$ cat src/tkst_pkg.sv
// Shared constants, codes and controller/datapath interface types for the top-k score table.
package tkst_pkg;

  localparam int GROUPS  = 4;
  localparam int ENTRIES = 16;
  localparam int DEPTH   = GROUPS * ENTRIES;

  localparam int KIND_W  = 2;
  localparam int GROUP_W = 2;
  localparam int ID_W    = 32;
  localparam int SCORE_W = 32;
  localparam int DAY_W   = 16;

  localparam int GIDX_W = (GROUPS > 1) ? $clog2(GROUPS) : 1;
  localparam int IDX_W  = $clog2(ENTRIES);
  localparam int CNT_W  = $clog2(ENTRIES + 1);
  localparam int ADDR_W = (DEPTH > 1) ? $clog2(DEPTH) : 1;

  // Input stream packing, lowest bit first.
  localparam int S_GROUP_LSB = 0;
  localparam int S_ID_LSB    = S_GROUP_LSB + GROUP_W;
  localparam int S_SCORE_LSB = S_ID_LSB + ID_W;
  localparam int S_DAY_LSB   = S_SCORE_LSB + SCORE_W;
  localparam int S_FIELDS_W  = S_DAY_LSB + DAY_W;
  localparam int S_DATA_W    = ((S_FIELDS_W + 7) / 8) * 8;

  localparam int M_DATA_W = ID_W + SCORE_W;

  localparam logic [KIND_W-1:0] KIND_SUBMIT = 2'd0;
  localparam logic [KIND_W-1:0] KIND_SEAL   = 2'd1;
  localparam logic [KIND_W-1:0] KIND_READ   = 2'd2;

  typedef struct packed {
    logic load;       // latch the input transaction
    logic day_clear;  // start a new day for the addressed group
    logic seal;       // freeze the addressed group
    logic mem_rd;     // read the entry at the running index
    logic scan;       // the issued read feeds the submit scan
    logic idx_inc;    // advance the running index
    logic decide;     // apply the submit outcome
    logic out_ack;    // load an acknowledge into the output register
    logic out_entry;  // load the read entry into the output register
  } tkst_cmd_t;

  typedef struct packed {
    logic is_bad;
    logic is_submit;
    logic is_seal;
    logic day_diff;
    logic sealed;
    logic count_zero;
    logic idx_last;
    logic out_free;
  } tkst_status_t;

endpackage

$ cat src/tkst_ctrl.sv
// Controller state machine that sequences submit scans, seals, read-outs and acknowledges.
module tkst_ctrl (
  input  logic                  clk,
  input  logic                  rst,
  input  logic                  in_valid,
  output logic                  in_ready,
  input  tkst_pkg::tkst_status_t status,
  output tkst_pkg::tkst_cmd_t    cmd
);

  typedef enum logic [8:0] {
    ST_IDLE    = 9'b000000001,
    ST_PREP    = 9'b000000010,
    ST_SCAN    = 9'b000000100,
    ST_DRAIN   = 9'b000001000,
    ST_DECIDE  = 9'b000010000,
    ST_ACK     = 9'b000100000,
    ST_RD_REQ  = 9'b001000000,
    ST_RD_DATA = 9'b010000000,
    ST_RD_HOLD = 9'b100000000
  } state_t;

  state_t state, state_next;

  always_ff @(posedge clk) begin
    if (rst) begin
      state <= ST_IDLE;
    end else begin
      state <= state_next;
    end
  end

  assign in_ready = (state == ST_IDLE);

  always_comb begin
    state_next = state;
    cmd        = '0;
    unique case (state)
      ST_IDLE: begin
        if (in_valid) begin
          cmd.load   = 1'b1;
          state_next = ST_PREP;
        end
      end
      ST_PREP: begin
        priority if (status.is_bad) begin
          state_next = ST_ACK;
        end else if (status.is_seal) begin
          cmd.seal   = 1'b1;
          state_next = ST_ACK;
        end else if (!status.is_submit) begin
          state_next = status.count_zero ? ST_ACK : ST_RD_REQ;
        end else if (status.day_diff) begin
          cmd.day_clear = 1'b1;
          state_next    = ST_DECIDE;
        end else if (status.sealed) begin
          state_next = ST_ACK;
        end else if (status.count_zero) begin
          state_next = ST_DECIDE;
        end else begin
          state_next = ST_SCAN;
        end
      end
      ST_SCAN: begin
        cmd.mem_rd  = 1'b1;
        cmd.scan    = 1'b1;
        cmd.idx_inc = 1'b1;
        if (status.idx_last) begin
          state_next = ST_DRAIN;
        end
      end
      ST_DRAIN: begin
        state_next = ST_DECIDE;
      end
      ST_DECIDE: begin
        cmd.decide = 1'b1;
        state_next = ST_ACK;
      end
      ST_ACK: begin
        if (status.out_free) begin
          cmd.out_ack = 1'b1;
          state_next  = ST_IDLE;
        end
      end
      ST_RD_REQ: begin
        cmd.mem_rd = 1'b1;
        state_next = ST_RD_DATA;
      end
      ST_RD_DATA: begin
        state_next = ST_RD_HOLD;
        if (status.out_free) begin
          cmd.out_entry = 1'b1;
          cmd.idx_inc   = 1'b1;
          state_next    = status.idx_last ? ST_IDLE : ST_RD_REQ;
        end
      end
      ST_RD_HOLD: begin
        if (status.out_free) begin
          cmd.out_entry = 1'b1;
          cmd.idx_inc   = 1'b1;
          state_next    = status.idx_last ? ST_IDLE : ST_RD_REQ;
        end
      end
      default: begin
        state_next = ST_IDLE;
      end
    endcase
  end

endmodule

$ cat src/tkst_dp.sv
// Datapath: entry memories, per-group registers, scan accumulators and the output register.
module tkst_dp (
  input  logic                                clk,
  input  logic                                rst,
  input  tkst_pkg::tkst_cmd_t                  cmd,
  output tkst_pkg::tkst_status_t               status,
  input  logic [tkst_pkg::KIND_W-1:0]          in_kind,
  input  logic [tkst_pkg::GROUP_W-1:0]         in_group,
  input  logic [tkst_pkg::ID_W-1:0]            in_player_id,
  input  logic [tkst_pkg::SCORE_W-1:0]         in_score,
  input  logic [tkst_pkg::DAY_W-1:0]           in_day_index,
  input  logic                                out_ready,
  output logic                                out_valid,
  output logic                                out_entry_valid,
  output logic [tkst_pkg::ID_W-1:0]            out_player_id,
  output logic [tkst_pkg::SCORE_W-1:0]         out_score,
  output logic                                out_last
);

  // Latched transaction.
  logic [tkst_pkg::KIND_W-1:0]  it_kind;
  logic [tkst_pkg::GROUP_W-1:0] it_group;
  logic [tkst_pkg::ID_W-1:0]    it_id;
  logic [tkst_pkg::SCORE_W-1:0] it_score;
  logic [tkst_pkg::DAY_W-1:0]   it_day;
  logic [tkst_pkg::GIDX_W-1:0]  gidx;

  // Per-group state.
  logic [tkst_pkg::CNT_W-1:0] grp_count [tkst_pkg::GROUPS];
  logic [tkst_pkg::IDX_W-1:0] grp_low   [tkst_pkg::GROUPS];
  logic                       grp_seal  [tkst_pkg::GROUPS];
  logic [tkst_pkg::DAY_W-1:0] grp_day   [tkst_pkg::GROUPS];

  logic [tkst_pkg::CNT_W-1:0] cur_count;
  logic [tkst_pkg::IDX_W-1:0] cur_low;

  // Entry memories.
  logic [tkst_pkg::ID_W-1:0]    id_mem    [tkst_pkg::DEPTH];
  logic [tkst_pkg::SCORE_W-1:0] score_mem [tkst_pkg::DEPTH];
  logic [tkst_pkg::ID_W-1:0]    rd_id;
  logic [tkst_pkg::SCORE_W-1:0] rd_score;
  logic [tkst_pkg::IDX_W-1:0]   rd_idx;
  logic [tkst_pkg::ADDR_W-1:0]  rd_addr;
  logic [tkst_pkg::ADDR_W-1:0]  wr_addr;
  logic [tkst_pkg::ADDR_W-1:0]  grp_base;

  logic [tkst_pkg::IDX_W-1:0] idx;
  logic                       scan_pend;

  // Scan accumulators.
  logic                         found;
  logic [tkst_pkg::IDX_W-1:0]   found_idx;
  logic [tkst_pkg::SCORE_W-1:0] found_score;
  logic [tkst_pkg::SCORE_W-1:0] low_score;
  logic                         second_ok;
  logic [tkst_pkg::SCORE_W-1:0] second;
  logic [tkst_pkg::IDX_W-1:0]   second_idx;

  // Decision results.
  logic                       wr_en;
  logic [tkst_pkg::IDX_W-1:0] wr_idx;
  logic                       low_we;
  logic [tkst_pkg::IDX_W-1:0] low_next;
  logic                       cnt_we;
  logic [tkst_pkg::CNT_W-1:0] cnt_next;
  logic                       full;

  assign gidx      = tkst_pkg::GIDX_W'(it_group);
  assign cur_count = grp_count[gidx];
  assign cur_low   = grp_low[gidx];
  assign grp_base  = tkst_pkg::ADDR_W'(gidx) * tkst_pkg::ADDR_W'(tkst_pkg::ENTRIES);
  assign rd_addr   = grp_base + tkst_pkg::ADDR_W'(idx);
  assign wr_addr   = grp_base + tkst_pkg::ADDR_W'(wr_idx);

  always_comb begin
    status            = '0;
    status.is_bad     = (it_kind != tkst_pkg::KIND_SUBMIT && it_kind != tkst_pkg::KIND_SEAL &&
                         it_kind != tkst_pkg::KIND_READ) ||
                        (32'(it_group) >= tkst_pkg::GROUPS);
    status.is_submit  = (it_kind == tkst_pkg::KIND_SUBMIT);
    status.is_seal    = (it_kind == tkst_pkg::KIND_SEAL);
    status.day_diff   = (grp_day[gidx] != it_day);
    status.sealed     = grp_seal[gidx];
    status.count_zero = (cur_count == '0);
    status.idx_last   = ((tkst_pkg::CNT_W'(idx) + tkst_pkg::CNT_W'(1)) == cur_count);
    status.out_free   = !out_valid || out_ready;
  end

  always_ff @(posedge clk) begin
    if (cmd.load) begin
      it_kind  <= in_kind;
      it_group <= in_group;
      it_id    <= in_player_id;
      it_score <= in_score;
      it_day   <= in_day_index;
    end
  end

  always_ff @(posedge clk) begin
    if (rst) begin
      idx       <= '0;
      scan_pend <= 1'b0;
    end else begin
      scan_pend <= cmd.scan;
      if (cmd.load) begin
        idx <= '0;
      end else if (cmd.idx_inc) begin
        idx <= idx + tkst_pkg::IDX_W'(1);
      end
    end
  end

  // One read and one write per cycle, read data registered.
  always_ff @(posedge clk) begin
    if (cmd.mem_rd) begin
      rd_id    <= id_mem[rd_addr];
      rd_score <= score_mem[rd_addr];
      rd_idx   <= idx;
    end
    if (wr_en) begin
      id_mem[wr_addr]    <= it_id;
      score_mem[wr_addr] <= it_score;
    end
  end

  // The scan looks for the first identifier match, the lowest entry's score and the
  // smallest score among the other entries (first one on a tie).
  always_ff @(posedge clk) begin
    if (cmd.load) begin
      found      <= 1'b0;
      second_ok  <= 1'b0;
      second     <= '1;
      found_idx  <= '0;
      second_idx <= '0;
    end else if (scan_pend) begin
      if (!found && rd_id == it_id) begin
        found       <= 1'b1;
        found_idx   <= rd_idx;
        found_score <= rd_score;
      end
      if (rd_idx == cur_low) begin
        low_score <= rd_score;
      end else if (rd_score < second) begin
        second     <= rd_score;
        second_idx <= rd_idx;
        second_ok  <= 1'b1;
      end
    end
  end

  always_comb begin
    full     = (cur_count == tkst_pkg::CNT_W'(tkst_pkg::ENTRIES));
    wr_en    = 1'b0;
    wr_idx   = found_idx;
    low_we   = 1'b0;
    low_next = second_idx;
    cnt_we   = 1'b0;
    cnt_next = cur_count + tkst_pkg::CNT_W'(1);
    if (cmd.decide && (!full || it_score > low_score)) begin
      priority if (found) begin
        if (found_score < it_score) begin
          wr_en = 1'b1;
          if (found_idx == cur_low && second_ok && second < it_score) begin
            low_we = 1'b1;
          end
        end
      end else if (cur_count == '0) begin
        wr_en    = 1'b1;
        wr_idx   = '0;
        low_we   = 1'b1;
        low_next = '0;
        cnt_we   = 1'b1;
      end else if (!full) begin
        wr_en  = 1'b1;
        wr_idx = tkst_pkg::IDX_W'(cur_count);
        cnt_we = 1'b1;
        if (it_score < low_score) begin
          low_we   = 1'b1;
          low_next = tkst_pkg::IDX_W'(cur_count);
        end
      end else begin
        wr_en  = 1'b1;
        wr_idx = cur_low;
        if (second_ok && second < it_score) begin
          low_we = 1'b1;
        end
      end
    end
  end

  always_ff @(posedge clk) begin
    if (rst) begin
      for (int g = 0; g < tkst_pkg::GROUPS; g++) begin
        grp_count[g] <= '0;
        grp_low[g]   <= '0;
        grp_seal[g]  <= 1'b0;
        grp_day[g]   <= '0;
      end
    end else begin
      if (cmd.day_clear) begin
        grp_count[gidx] <= '0;
        grp_low[gidx]   <= '0;
        grp_seal[gidx]  <= 1'b0;
        grp_day[gidx]   <= it_day;
      end
      if (cmd.seal) begin
        grp_seal[gidx] <= 1'b1;
      end
      if (low_we) begin
        grp_low[gidx] <= low_next;
      end
      if (cnt_we) begin
        grp_count[gidx] <= cnt_next;
      end
    end
  end

  // Output register.
  always_ff @(posedge clk) begin
    if (rst) begin
      out_valid <= 1'b0;
    end else if (cmd.out_ack || cmd.out_entry) begin
      out_valid <= 1'b1;
    end else if (out_ready) begin
      out_valid <= 1'b0;
    end
  end

  always_ff @(posedge clk) begin
    if (cmd.out_ack) begin
      out_entry_valid <= 1'b0;
      out_player_id   <= '0;
      out_score       <= '0;
      out_last        <= 1'b1;
    end else if (cmd.out_entry) begin
      out_entry_valid <= 1'b1;
      out_player_id   <= rd_id;
      out_score       <= rd_score;
      out_last        <= status.idx_last;
    end
  end

endmodule

$ cat src/top_k_score_table_unit.sv
// Top level of the top-k score table: stream ports, controller and datapath.
//
// The block keeps one leaderboard per group, each holding up to ENTRIES pairs of player
// identifier and best score plus the index of its lowest entry. Every input transaction
// carries a kind in tuser: a submit offers a score (a new day first clears the group, a
// sealed group ignores it, a full table takes it only if it beats the lowest entry), a
// seal freezes the group until the next day change, and a read returns every stored
// entry in order with tlast on the final one. Submits, seals, reads of an empty group and
// transactions with an unknown kind or a group out of range return a single
// acknowledge (tuser 0, tdata 0, tlast 1). The block works on one transaction at a time.
// All entries live in one single-port-read memory, so a submit to a group holding n
// entries walks them one read per cycle, and an empty group or a new day skips the walk.
// A read fetches one entry at a time from memory and loads it into the output register,
// waiting while the sink stalls. The result sits in an output register, so the next
// transaction is taken while the acknowledge of the previous one still waits. No
// clearing pass runs after reset.
module top_k_score_table_unit (
  input  logic                          clk,
  input  logic                          rst,
  input  logic                          s_tvalid,
  output logic                          s_tready,
  // group [1:0], player_id [33:2], score [65:34], day_index [81:66], zero fill above
  input  logic [tkst_pkg::S_DATA_W-1:0] s_tdata,
  // kind [1:0]
  input  logic [tkst_pkg::KIND_W-1:0]   s_tuser,
  output logic                          m_tvalid,
  input  logic                          m_tready,
  // out_player_id [31:0], out_score [63:32]
  output logic [tkst_pkg::M_DATA_W-1:0] m_tdata,
  // entry_valid [0]
  output logic [0:0]                    m_tuser,
  output logic                          m_tlast
);

  tkst_pkg::tkst_cmd_t    cmd;
  tkst_pkg::tkst_status_t status;

  logic [tkst_pkg::ID_W-1:0]    out_player_id;
  logic [tkst_pkg::SCORE_W-1:0] out_score;
  logic                         out_entry_valid;

  tkst_ctrl u_ctrl (
    .clk      (clk),
    .rst      (rst),
    .in_valid (s_tvalid),
    .in_ready (s_tready),
    .status   (status),
    .cmd      (cmd)
  );

  tkst_dp u_dp (
    .clk             (clk),
    .rst             (rst),
    .cmd             (cmd),
    .status          (status),
    .in_kind         (s_tuser),
    .in_group        (s_tdata[tkst_pkg::S_GROUP_LSB +: tkst_pkg::GROUP_W]),
    .in_player_id    (s_tdata[tkst_pkg::S_ID_LSB +: tkst_pkg::ID_W]),
    .in_score        (s_tdata[tkst_pkg::S_SCORE_LSB +: tkst_pkg::SCORE_W]),
    .in_day_index    (s_tdata[tkst_pkg::S_DAY_LSB +: tkst_pkg::DAY_W]),
    .out_ready       (m_tready),
    .out_valid       (m_tvalid),
    .out_entry_valid (out_entry_valid),
    .out_player_id   (out_player_id),
    .out_score       (out_score),
    .out_last        (m_tlast)
  );

  assign m_tdata = {out_score, out_player_id};
  assign m_tuser = out_entry_valid;

endmodule

$ cat config.mk
export PLATFORM = sky130hd
export DESIGN_NAME = top_k_score_table_unit
export DESIGN_NICKNAME = d
export VERILOG_FILES = /design/src/tkst_pkg.sv /design/src/tkst_ctrl.sv /design/src/tkst_dp.sv /design/src/top_k_score_table_unit.sv
export SDC_FILE = /design/constraint.sdc
export NUM_CORES = 2
export LEC_CHECK = 0
export ABC_AREA = 1
export BUFFER_PORTS_ARGS = -buffer_cell sky130_fd_sc_hd__buf_2
export CORE_UTILIZATION = 45
export CTS_BUF_LIST = sky130_fd_sc_hd__clkbuf_4 sky130_fd_sc_hd__clkbuf_8
export CTS_CLUSTER_DIAMETER = 100
export DETAILED_ROUTE_END_ITERATION = 8
export GPL_ROUTABILITY_DRIVEN = 0
export PLACE_DENSITY = 0.68
export SLEW_MARGIN = 20
export SYNTH_ARGS = -nofsm -noshare
export SYNTH_HDL_FRONTEND = slang
export SYNTH_HIERARCHICAL = 1
export SYNTH_MEMORY_MAX_BITS = 65536
export SYNTH_SLANG_ARGS = --single-unit
$ cat constraint.sdc
create_clock -name clk -period 23.3 [get_ports clk]
set_clock_uncertainty 0.05 [all_clocks]
set_input_delay 3.495 -clock clk [delete_from_list [all_inputs] [get_ports clk]]
set_output_delay 3.495 -clock clk [all_outputs]
set_load 0.03 [all_outputs]
==> impl_metrics.tcl <==
set metrics [dict create \
    run_status "complete, no violations" \
    setup_viol 0 \
    fmax_mhz 142 \
    synth-seq-area-share_pct 75.5 \
    synth_top_family_by_area "compound AO/OA/AOI/OAI gates" \
    clockRootBuffer "clkbuf_8" \
    numCtsBuffers 705 \
    rr_worst_depth 16 \
    dpl-instance-area_sq_um 186000 \
    fin_area_sq_um 199000 \
    slew_headroom_pct 13.5 \
    grt_use_total_pct 27.2 \
    worstPathMaxFanout 53 \
    async_reset_ff_share_pct 0 \
    cts.sinks 4541 \
    drcViolationCount 0 \
    dp.cells 18112 \
    required_ns 24.12 \
    critPathMaxStageDelay_ns 0.91 \
    netlist_instances 13339 \
    io_pins 162 \
    ys_seq_elements 4541 \
    worstSetupEndpointType "flop" \
    crit_family "simple AND/OR/NAND/NOR gates" \
    port_buffers 155 \
    std_cell_rows 231 \
    p_leak_nw 65.6 \
    holdWs_ns 0.405 \
    synth_edf_count 4416 \
    synth-main-ff-cell "edfxtp_1" \
    cts_tree "done" \
    power_density_nw_per_um2 82.6 \
    drt.antenna.violating_nets 0 \
    synth_compound_area_share_pct 12.1 \
    worstReg2RegStart "u_dp/it_score[5]" \
    r2r_setup_slack_ns 16.27 \
    hp-class "reg -> reg" \
    tightest_slew_ns 1.30 \
    coreArea_sq_um 396000 \
    final_cells 19365 \
    clk_pin_slew_worst_paths_ns 0.06 \
    routed_wl_um 563000 \
    layout-drive-gt1-share_pct 12.0 \
    crit_start "u_dp/it_score[5]" \
    grt_max_degree 229 \
    dieArea_sq_um 400000 \
    cts_setup_buffers 0 \
    avgRoutedWirePerCell_um 29.0 \
    yosysUniqueCellTypes 49 \
    worstReg2RegEnd "u_dp/score_mem[15][27]" \
    critPathKind "reg -> reg" \
    crit_top_cell "nand2_1" \
    tns_ns 0 \
    grt_setup_unrepaired "no" \
    critPathCapture "u_dp/score_mem[15][27]" \
    finalMaxSlewViolations 0 \
    vias 120216 \
    postSynthAreaPerCell_sq_um 13.4 \
    mappedNetlistArea_sq_um 179000 \
    die_x_um 633 \
    initial_core_util_pct 45.2 \
    hpwl_um 293000 \
    peakVddDrop_mv 0.0594 \
    fin_nets 13802 \
    ys.warnings.count 6 \
    total_power_mw 16.5 \
    synthAdderAreaFrac_pct 0.895 \
    clkLatencyLatePin_ns 1.27 \
    worst_setup_path_start_kind "flop" \
    h-tree-depth 6 \
    finalHoldViolCount 0 \
    drt_iter0_markers 18515 \
    cts.path.max_buffers 4 \
    grt_pass1_vias 111857 \
    layout_min_cycle_time_ns 7.03 \
    drt-vias-per-instance 6.21 \
    synth_xor_area_share_pct 0.176 \
    die_h_um 633 \
    antenna_found_initial 35 \
    cp.depth 16 \
    fillers 33033 \
    cts_hold_buf 0 \
    cp_num_buf_inv 4 \
    period_share_pct 30.2 \
    grt_pass1_wl_um 789000 \
    synth-simple-area-share_pct 8.72 \
    cap_viol_max_count 0 \
    overflow 0 \
    firstDrtPassIters 9 \
    syn2layout_area_growth_pct 11.4 \
    cpMaxStageDelayCell "nor2_4" \
    synthMuxAreaShare_pct 0.00559 \
    cts_resized 0 \
    worstPathArrival_ns 7.85 \
    syn_nets 13561 \
    path_cells "buf_4 -> ha_1 -> nand2_1 -> nor2_1 -> nand4_1 -> nor4_2 -> nand2_1 -> nand2_1 -> nand2_2 -> nand2_4 -> inv_2 -> o21ai_2 -> nand2_1 -> nor2_4 -> buf_4 -> buf_4" \
]
==> cell usage in the layout, fill, tap and decap left out, types with 158 or more instances in the layout <==
| master | n |
|---|---|
| o211ai_1 | 206 |
| clkinv_1 | 158 |
| o22ai_1 | 212 |
| nand3_1 | 407 |
| o221ai_1 | 822 |
| edfxtp_1 | 4416 |
| clkbuf_4 | 248 |
| o21ai_0 | 2128 |
| nand2_1 | 985 |
| buf_4 | 291 |
| nor2_1 | 2246 |
| inv_1 | 259 |
| clkbuf_8 | 728 |
==> Yosys cell counts (2+ instances only) <==
| library cell | number | area, sq um |
|---|---|---|
| edfxtp_1 | 4416 | 133000 |
| nor2_1 | 2316 | 8690 |
| o21ai_0 | 2129 | 10700 |
| nand2_1 | 986 | 3700 |
| o221ai_1 | 822 | 7200 |
| clkbuf_1 | 783 | 2940 |
| nand3_1 | 407 | 2040 |
| inv_1 | 261 | 980 |
| o22ai_1 | 212 | 1330 |
| o211ai_1 | 206 | 1550 |
| ha_1 | 128 | 1600 |
| a21oi_1 | 127 | 636 |
| dfxtp_1 | 125 | 2500 |
| buf_2 | 112 | 561 |
| nand4_1 | 90 | 563 |
| buf_1 | 36 | 135 |
| xor2_1 | 33 | 289 |
| nor3_1 | 21 | 105 |
| nor4_1 | 18 | 113 |
| nand2_2 | 17 | 106 |
| a32oi_1 | 10 | 87.6 |
| inv_2 | 10 | 37.5 |
| nand3_2 | 9 | 90.1 |
| or2_2 | 9 | 56.3 |
| nor2_2 | 7 | 43.8 |
| o21a_1 | 7 | 52.6 |
| clkinv_1 | 4 | 15.0 |
| nor2_4 | 3 | 33.8 |
| xnor2_1 | 3 | 26.3 |
| a211o_1 | 2 | 17.5 |
| a21o_1 | 2 | 15.0 |
| and3_1 | 2 | 12.5 |
| buf_4 | 2 | 15.0 |
| buf_6 | 2 | 22.5 |
| inv_4 | 2 | 12.5 |
| nand2_4 | 2 | 22.5 |
| nand3b_1 | 2 | 15.0 |
| nor3b_1 | 2 | 15.0 |
| o21ai_1 | 2 | 10.0 |
| o21ai_4 | 2 | 32.5 |
| o31ai_1 | 2 | 15.0 |
==> through the flow <==
| step | utilization [%] | setup slack, ns |
|---|---|---|
| 6_report | 50.4 | 16.27 |
| 5_1_grt | 50.4 | 16.18 |
| 4_1_cts | 50.3 | 16.32 |
| 3_5_place_dp | 46.9 | 16.38 |
| 3_3_place_gp | 46.9 | 16.41 |
| 2_1_floorplan | - | 12.69 |
==> state kept, by name, indices dropped and copies added (netlist names), 32 cells and up, named ones only <==
register,cells
u_dp/second,32
u_dp/out_player_id,32
u_dp/it_score,32
u_dp/grp_day,64
u_dp/out_score,32
u_dp/id_mem,2048
u_dp/rd_id,32
u_dp/score_mem,2048
u_dp/rd_score,32
u_dp/found_score,32
u_dp/it_id,32
u_dp/low_score,32
==> logic make-up after synthesis <==
group                    Yosys count
multiplexers                       1
buffers and inverters           1212
AND/OR/NAND/NOR                 3892
AO/OA/AOI/OAI                   3529
flip-flops                      4541
XOR/XNOR                          36
adder cells (fa/ha/maj)          128
==> worst register-to-register path, delay by kind of cell, from the launching register on <==
family / cells / cell delay (ns)
fa+ha+maj: 1 / 0.29
simple gates: 10 / 3.24
buf+inv: 4 / 2.13
compound gates: 1 / 0.27
flops: 1 / 0.60
==> worst min path at each step <==
stage                           startpoint                      to  slack (ns)  cells past startpoint
CTS                  u_dp/out_player_id[7]   u_dp/out_player_id[7]        0.41                      2
global route            u_dp/out_score[12]      u_dp/out_score[12]        0.43                      2
floorplan                      u_dp/idx[2]          u_dp/rd_idx[2]        0.36                      0
global placement    u_dp/out_player_id[14]  u_dp/out_player_id[14]        0.39                      2
finish               u_dp/out_player_id[7]   u_dp/out_player_id[7]        0.41                      2
detailed placement  u_dp/out_player_id[27]  u_dp/out_player_id[27]        0.39                      2
==> routing by layer <==
metal	vias to the layer above	track usage [%]	share of wire (%)	wire [um]
met5	-	0	0.028	157
met4	24	12.4	4.9	27400
met3	1424	6.63	14	78300
met2	8396	41.2	44	249000
met1	59545	37.3	37	208000
li1	50827	-	-	-
==> report_power, final <==
part | switching (mW) | internal, mW | leakage, nW | total (mW)
Clock | 3.12 | 3.39 | 7.14 | 6.51
Combinational | 0.599 | 0.118 | 17.6 | 0.717
Sequential | 0.0457 | 9.21 | 40.9 | 9.26
Total | 3.76 | 12.7 | 65.6 | 16.5
==> cell type report <==
type                       instances  area [sq um]  share of cell area (%)
tap                             5242          6560                    3.29
antenna                            9          22.5                  0.0113
sequential                      4541        135000                    67.8
clock inverter                   265          1620                   0.811
multi-input combinational       7586         39700                    19.9
clock buffer                     976         11900                    5.96
inverter                         277          1080                   0.541
timing repair buffer             469          3420                    1.72
Power figures use the tool's default switching activity.
